==> config.mk <==
export PLATFORM = sky130hd
export DESIGN_NAME = ltsc_cell
export DESIGN_NICKNAME = d
export VERILOG_FILES = /design/src/rtl/ltsc_pkg.sv /design/src/rtl/ltsc_cell.sv
export SDC_FILE = /design/constraint.sdc
export NUM_CORES = 1
export LEC_CHECK = 0
export ABC_AREA = 1
export BUFFER_PORTS_ARGS = -buffer_cell sky130_fd_sc_hd__buf_2
export CAP_MARGIN = 20
export CORE_UTILIZATION = 40
export CTS_CLUSTER_SIZE = 30
export DETAILED_ROUTE_END_ITERATION = 8
export GPL_ROUTABILITY_DRIVEN = 0
export GPL_TIMING_DRIVEN = 0
export HOLD_SLACK_MARGIN = 0.02
export PLACE_DENSITY = 0.77
export SYNTH_ARGS = -nofsm -noshare
export SYNTH_HDL_FRONTEND = slang
export SYNTH_SLANG_ARGS = --single-unit
==> constraint.sdc <==
create_clock -name clk -period 4.5 [get_ports clk]
set_input_delay 0.9 -clock clk [delete_from_list [all_inputs] [get_ports clk]]
set_output_delay 0.9 -clock clk [all_outputs]
set_load 0.005 [all_outputs]
==> src/rtl/ltsc_pkg.sv <==
`timescale 1ns / 1ps
// shared types and codes for the tile slot cache
// no dependencies

package ltsc_pkg;

  localparam int COORD_W   = 22;
  localparam int KEY_W     = 20;
  localparam int ZOOM_W    = 5;
  localparam int STAMP_W   = 32;
  localparam int SLOT_W    = 6;
  localparam int STATUS_W  = 3;
  localparam int IN_DATA_W = 96;
  localparam int OUT_DATA_W = 16;

  localparam logic [ZOOM_W-1:0] ZOOM_LIMIT = 5'd20;

  // commands
  localparam logic [1:0] CMD_LOOKUP = 2'd0;
  localparam logic [1:0] CMD_MARK   = 2'd1;
  localparam logic [1:0] CMD_FLUSH  = 2'd2;

  // result status codes
  localparam logic [STATUS_W-1:0] ST_REJECT     = 3'd0;
  localparam logic [STATUS_W-1:0] ST_HIT_LOADED = 3'd1;
  localparam logic [STATUS_W-1:0] ST_HIT_EMPTY  = 3'd2;
  localparam logic [STATUS_W-1:0] ST_NEW        = 3'd3;
  localparam logic [STATUS_W-1:0] ST_EVICT      = 3'd4;
  localparam logic [STATUS_W-1:0] ST_MARKED     = 3'd5;
  localparam logic [STATUS_W-1:0] ST_FLUSHED    = 3'd6;

  // tile key plus the stamp written with it
  typedef struct packed {
    logic [KEY_W-1:0]   col;
    logic [KEY_W-1:0]   row;
    logic [ZOOM_W-1:0]  zoom;
    logic [STAMP_W-1:0] stamp;
  } key_t;

  // per-slot update commands, qualified by a slot index (flush applies to every slot)
  typedef struct packed {
    logic fill;   // write key and stamp, clear loaded
    logic touch;  // refresh stamp only
    logic mark;   // set loaded
    logic flush;  // clear loaded in every slot
  } cell_ctl_t;

  // search token passed down the row of cells
  typedef struct packed {
    logic               vld;
    logic               hit;
    logic               hit_loaded;
    logic               have_min;
    logic               min_loaded;
    logic [STAMP_W-1:0] min_stamp;
  } tok_t;

endpackage

==> src/rtl/ltsc_cell.sv <==
`timescale 1ns / 1ps
// one directory slot: holds an entry and updates the passing search token
// depends on ltsc_pkg

module ltsc_cell import ltsc_pkg::*; #(
  parameter int CACHE_ENTRIES = 64,
  parameter int IDX = 0
) (
  input  logic clk,
  input  logic rst_n,
  input  logic [$clog2(CACHE_ENTRIES+1)-1:0] used_count,
  input  key_t key,
  input  cell_ctl_t ctl,
  input  logic [((CACHE_ENTRIES > 1) ? $clog2(CACHE_ENTRIES) : 1)-1:0] wr_idx,
  input  tok_t tok_i,
  input  logic [((CACHE_ENTRIES > 1) ? $clog2(CACHE_ENTRIES) : 1)-1:0] hit_idx_i,
  input  logic [((CACHE_ENTRIES > 1) ? $clog2(CACHE_ENTRIES) : 1)-1:0] min_idx_i,
  output tok_t tok_o,
  output logic [((CACHE_ENTRIES > 1) ? $clog2(CACHE_ENTRIES) : 1)-1:0] hit_idx_o,
  output logic [((CACHE_ENTRIES > 1) ? $clog2(CACHE_ENTRIES) : 1)-1:0] min_idx_o
);

  localparam int IW = (CACHE_ENTRIES > 1) ? $clog2(CACHE_ENTRIES) : 1;
  localparam int CW = $clog2(CACHE_ENTRIES+1);
  localparam logic [IW-1:0] MY_IDX = IW'(IDX);
  localparam logic [CW-1:0] MY_CNT = CW'(IDX);

  logic [KEY_W-1:0]   col_r, row_r;
  logic [ZOOM_W-1:0]  zoom_r;
  logic [STAMP_W-1:0] stamp_r;
  logic               loaded_r;

  tok_t            tok_nxt, tok_r;
  logic [IW-1:0]   hit_idx_nxt, hit_idx_r, min_idx_nxt, min_idx_r;

  logic in_use, match, better, sel;

  assign sel    = (wr_idx == MY_IDX);
  assign in_use = (MY_CNT < used_count);
  assign match  = in_use && (col_r == key.col) && (row_r == key.row) && (zoom_r == key.zoom);
  // strict less keeps the lowest index on ties
  assign better = in_use && (!tok_i.have_min || (stamp_r < tok_i.min_stamp));

  always_comb begin
    tok_nxt     = tok_i;
    hit_idx_nxt = hit_idx_i;
    min_idx_nxt = min_idx_i;
    if (match && !tok_i.hit) begin
      tok_nxt.hit        = 1'b1;
      tok_nxt.hit_loaded = loaded_r;
      hit_idx_nxt        = MY_IDX;
    end
    if (better) begin
      tok_nxt.have_min   = 1'b1;
      tok_nxt.min_stamp  = stamp_r;
      tok_nxt.min_loaded = loaded_r;
      min_idx_nxt        = MY_IDX;
    end
  end

  // entry payload
  always_ff @(posedge clk) begin
    if (sel && ctl.fill) begin
      col_r   <= key.col;
      row_r   <= key.row;
      zoom_r  <= key.zoom;
      stamp_r <= key.stamp;
    end else if (sel && ctl.touch) begin
      stamp_r <= key.stamp;
    end
    hit_idx_r        <= hit_idx_nxt;
    min_idx_r        <= min_idx_nxt;
  end

  always_ff @(posedge clk) begin
    if (!rst_n) begin
      loaded_r  <= 1'b0;
      tok_r     <= '0;
    end else begin
      tok_r <= tok_nxt;
      if (ctl.flush || (sel && ctl.fill)) begin
        loaded_r <= 1'b0;
      end else if (sel && ctl.mark) begin
        loaded_r <= 1'b1;
      end
    end
  end

  assign tok_o     = tok_r;
  assign hit_idx_o = hit_idx_r;
  assign min_idx_o = min_idx_r;

endmodule

Word-level counts from Yosys, hierarchy flattened
Cells that the tools add are included.
- memories kept: 0
- logic and storage cells: 38
- memory bits (read-only): 0
- input port bits: 145
- bits in latches: 0
- bits in writable memories: 0
- register bits: 127
- add/subtract/negate cells: 0
- $lt $le $gt $ge: 2
- reductions and logical operators: 15
- div/mod/pow operators: 0
- eq/ne operators: 3
- $mul: 0
- mux-type cells: 4
- shift operators: 0
- bitwise operators: 1
- operator list (cell ; count):
    $mux W32 ; 2
    $eq A20 B20 Y1 ; 2
    $mux W34 ; 1
    $lt A32 B32 Y1 ; 1
    $logic_and A1 B1 Y1 ; 8
    $lt A1 B7 Y1 const A ; 1
    $logic_not A6 Y1 ; 1
    $eq A5 B5 Y1 ; 1
    $logic_not A1 Y1 ; 2
    $logic_or A1 B1 Y1 ; 2
    $mux W2 ; 1
    $reduce_bool A2 Y1 ; 1
    $reduce_or A2 Y1 ; 1
    $not A1 Y1 ; 1

Depth between registers and ports, before layout
- word-level depth: 6
- mapped depth: 18

Worst setup path before layout
Ideal clock, no wire load.
- path type: input port to flip-flop
- from: input wr_idx[1] (netlist bit)
- to: register col_r[0] (enable)
- arrival: 3259 ps
- slack: 792 ps
- path buffers: 0
- data required time: 4051 ps
- cell stages on the path: 3
- cells stage by stage: nor4_1 nand2_1 nor2_1
- cells in the longest elaborated chain, start to end: 2
- RTL lines (element ; RTL line ; source):
    start, declared ; ltsc_cell.sv:14 ; input logic [((CACHE_ENTRIES > 1) ? $clog2(CACHE_ENTRIES) : 1)-1:0] wr_idx,
    $logic_not A6 Y1 ; ltsc_cell.sv:38 ; assign sel = (wr_idx == MY_IDX);
    $logic_and A1 B1 Y1 ; ltsc_cell.sv:63 ; if (sel && ctl.fill) begin
    end signal, assigned ; ltsc_cell.sv:64 ; col_r <= key.col;
    end, declared ; ltsc_cell.sv:28 ; logic [KEY_W-1:0] col_r, row_r;
Every way passes these cells.
A chain may end at the register's enable or synchronous reset.

Worst setup path after layout
- from: input tok_i[5] (netlist bit)
- to: register min_idx_r[4], in the netlist min_idx_o[4]
- cells in the longest elaborated chain, start to end: 3
- RTL lines (element ; RTL line ; source):
    start, declared ; ltsc_cell.sv:15 ; input tok_t tok_i,
    $lt A32 B32 Y1 ; ltsc_cell.sv:42 ; assign better = in_use && (!tok_i.have_min || (stamp_r < tok_i.min_stamp));
    $logic_or A1 B1 Y1 ; ltsc_cell.sv:42 ;
    $logic_and A1 B1 Y1 ; ltsc_cell.sv:42 ;
    end signal, assigned ; ltsc_cell.sv:72 ; min_idx_r <= min_idx_nxt;
    end, declared ; ltsc_cell.sv:34 ; logic [IW-1:0] hit_idx_nxt, hit_idx_r, min_idx_nxt, min_idx_r;
Every way passes these cells.

==> impl_results.rst <==
.. list-table::
   :header-rows: 1

   * - Metric
     - Value
   * - Final WL
     - 13,400 um
   * - Switching power share of the total
     - 23.0%
   * - Highest clock rate
     - 0.388 GHz
   * - Cell chain of the critical path
     - buf_2 > inv_1 > ha_1 > a21oi_1 > nor2_1 > nor3_1 > nand2_1 > nand2_1 > nand2_1 > nand2_1 > nand2_1 > a21boi_0 > nor2_1
   * - Slew of the pin with the lowest slew margin
     - 0.861 ns
   * - Hold Startpoint
     - loaded_r
   * - Area of the core
     - 13,900 um2
   * - Count of flip-flops with a built-in enable after synthesis
     - 77
   * - Clock power frac
     - 45.5%
   * - Run status
     - completed
   * - Instance count of the mapped netlist
     - 577
   * - Worst Reg2Reg Path Length in Cells
     - 11
   * - Setup repair after global routing missed its margin
     - no
   * - Worst hold path depth
     - 2
   * - Startpoint of the most critical register-to-register path
     - stamp_r[5]
   * - Startpoint type of the worst setup path
     - primary input
   * - Final hold viol count
     - 0
   * - Total standard cell area after synthesis
     - 5750 um2
   * - Share of the cycle needed by the critical path after routing
     - 57.3%
   * - Logic pwr share
     - 8.6%
   * - HP Class
     - reg -> reg
   * - CTS Sinks
     - 127
   * - Number of buffers inserted by hold repair at cts
     - 0
   * - H-Tree Level Count
     - 4
   * - Final worst hold slack
     - 0.542 ns
   * - FILL cells
     - 1,295
   * - FFs w/ async S/R, synth
     - 0%
   * - Part of the power in registers
     - 45.9%
   * - Seq cells post-synth
     - 127
   * - Highest cell delay on the worst timing path
     - 0.68 ns
   * - Initial detailed-routing violation count
     - 219
   * - Worst path required time
     - 4.75 ns
   * - Post-detailed-placement cell area
     - 6990 um2
   * - Final design instance area without fill
     - 7540 um2
   * - Global-route usage over all layers
     - 19.0%
   * - Floorplan die width
     - 122 um
   * - Critical path endpoint category
     - flop
   * - Minimum clock period after layout
     - 2.58 ns
   * - Pin count of the biggest net entering global routing
     - 32
   * - Post-DP HPWL
     - 10,100 um
   * - Library cell used as clock root buffer
     - clkbuf_16
   * - Floorplan die area
     - 14,900 um2
   * - Wire length per cell
     - 13.6 um
   * - Total Nets Final
     - 966
   * - Pre-antenna DRT Iters
     - 5
   * - Ratio of cells with drive above 1 in the final layout
     - 31.1%
   * - # port buffers
     - 192
   * - Remaining routing DRC violations
     - 0
   * - Total I/O pin count
     - 194
   * - Clock tree from TritonCTS
     - done
   * - Via-to-Cell Ratio
     - 4.57
   * - Final setup violation count
     - 0
   * - Register clock-pin slew on the reported worst setup and hold paths
     - 0.06 ns
   * - Terminus of the critical flop-to-flop path
     - min_idx_o[4]
   * - Worst reg-to-reg setup slack
     - 2.13 ns
   * - Cell mode on critical path
     - nand2_1
   * - Number of antenna violations at the first check in global routing
     - 2
   * - Syn-to-layout area delta
     - 31.2%
   * - Unique cell type count in the Yosys netlist
     - 25
   * - Number of nets with antenna violations after routing
     - 0
   * - Flip-flop cell with the highest count after synthesis
     - edfxtp_1
   * - Die boundary height
     - 122 um
   * - Worst slew slack as a fraction of its limit
     - 42.1%
   * - Post-Syn Area per Cell
     - 9.96 um2
   * - Setup CP Type
     - in -> reg
   * - Number of placed cells counting well taps
     - 951
   * - Static leakage
     - 3.70 nW
   * - Proportion of synthesized chip area in sequential cells
     - 57.6%
   * - Power per cell area
     - 367 nW/um2
   * - Count of warnings emitted by yosys
     - 0
   * - Vias after detailed routing
     - 4,503
   * - Number of nets produced by synthesis
     - 753
   * - End point of the most critical hold path
     - loaded_r
   * - Finished Layout Cells
     - 985
   * - Design Power
     - 2.77 mW
   * - Arrival time reported for the critical path endpoint
     - 2.83 ns
   * - Final slew viol count
     - 0
   * - Worst-case clock skew
     - 0.00727 ns
   * - Maximum net fanout on the critical path
     - 6
   * - Row Count
     - 43
   * - First-pass GRT wire length
     - 21,000 um
   * - GRT overflow
     - 0
   * - Number of buffers inserted by post-CTS setup repair
     - 0
   * - CTS Buffer Depth
     - 2
   * - Clock latency on the worst-skew pair
     - 0.41 ns
   * - Number of buffers created by CTS
     - 17
   * - Vias in the first global route
     - 4,323
   * - Critical path's slowest cell
     - a21boi_0
   * - Initial core utilization
     - 41.3%
   * - Net switching power
     - 637 uW
   * - Internal Pwr Total
     - 2.13 mW
   * - Peak supply drop
     - 0.292 mV
   * - Count of maximum capacitance violations
     - 0
   * - Post-cts gate resize count
     - 0
[cell usage in the layout, fill, tap and decap left out]
cell / instances
a21boi_0: 1
a21oi_1: 49
a31oi_1: 1
buf_12: 2
buf_2: 197
buf_6: 5
bufinv_16: 1
clkbuf_1: 8
clkbuf_16: 17
clkinv_1: 1
clkinv_2: 4
clkinv_4: 2
clkinvlp_4: 7
dfxtp_1: 50
diode_2: 2
edfxtp_1: 77
ha_1: 31
inv_1: 95
nand2_1: 83
nand2_2: 1
nand3_1: 28
nand3_2: 11
nand4_1: 8
nor2_1: 62
nor2_4: 2
nor3_1: 8
nor4_1: 2
o21a_1: 1
o21ai_0: 5
o22ai_1: 1
or2_1: 1
or2_2: 1
xnor2_1: 28
xor2_1: 13
[state kept, by name, summed over array words and instances, names as in the netlist]
name and cells:
col_r 20, hit_idx_o 6, loaded_r 1, min_idx_o 6, row_r 20, stamp_r 32, tok_o 37, zoom_r 5
[power groups by stage]
stage	clock network, mW	registers, mW	logic, mW
2_1_floorplan	0	1.30	0.106
3_3_place_gp	0	1.30	0.231
3_5_place_dp	0	1.30	0.238
4_1_cts	1.29	1.27	0.240
5_1_grt	1.34	1.27	0.269
6_report	1.26	1.27	0.237
[critical path: cells and delay by family]
kind            cells  cell delay (ns)
compound gates      2             0.81
fa+ha+maj           1             0.30
buf+inv             2             0.13
simple gates        8             0.67
[per-layer routing]
metal / up-vias / track usage (%) / wire length [um]
li1: 2309 / - / -
met1: 2031 / 23.4 / 5790
met2: 143 / 31.0 / 6540
met3: 20 / 4.03 / 831
met4: 0 / 10.1 / 251
met5: - / 0 / 0
[through the flow]
step                      utilization, %  TNS [ns]  setup slack (ns)
after detailed placement            50.2         0              1.41
after floorplan                        -         0             0.792
after CTS                           54.1         0              1.85
final                               54.1         0              1.92
after global placement              49.8     -2.67           -0.0615
after global routing                54.1         0              1.71
[how the worst max path moves through the flow]
stage	start	endpoint	slack (ns)	cells after the start
after floorplan	wr_idx[1]	col_r[0]	0.79	3
after global placement	wr_idx[1]	col_r[2]	-0.06	4
after detailed placement	tok_i[5]	min_idx_o[4]	1.41	13
after CTS	tok_i[5]	min_idx_o[4]	1.85	13
after global routing	tok_i[5]	min_idx_o[4]	1.71	13
final	tok_i[5]	min_idx_o[4]	1.92	13
[cells in the mapped netlist, types with 8 or more instances]
master     n  share of area [%]
a21oi_1   49                4.3
nand2_1   83                5.4
edfxtp_1  77                 40
xor2_1    13                2.0
nand3_2   11                1.9
nor2_1    64                4.2
dfxtp_1   50                 17
clkbuf_1   8               0.52
inv_1     95                6.2
ha_1      31                6.7
nand3_1   28                2.4
nor3_1     8               0.70
xnor2_1   28                4.3
nand4_1    8               0.87
[cell families after synthesis]
family / share of synthesized area (%)
buffers and inverters: 8.14
xor gates and xnor gates: 6.25
AOI/OAI and AO/OA: 5.18
DFF: 57.6
adders and majority gates: 6.75
and+or+nand+nor: 16.1
[cell type report]
type	count	area, um2	area share (%)
clock inverters	15	124	1.64
well taps	180	225	2.99
clock buffers	17	425	5.64
diodes	2	5.00	0.0663
plain buffers	18	111	1.48
repair buffers	194	1000	13.3
flip-flops and latches	127	3310	43.9
inverters	95	357	4.73
multi-input cells	337	1980	26.3
Note: power is estimated with default switching activity, not from simulation.
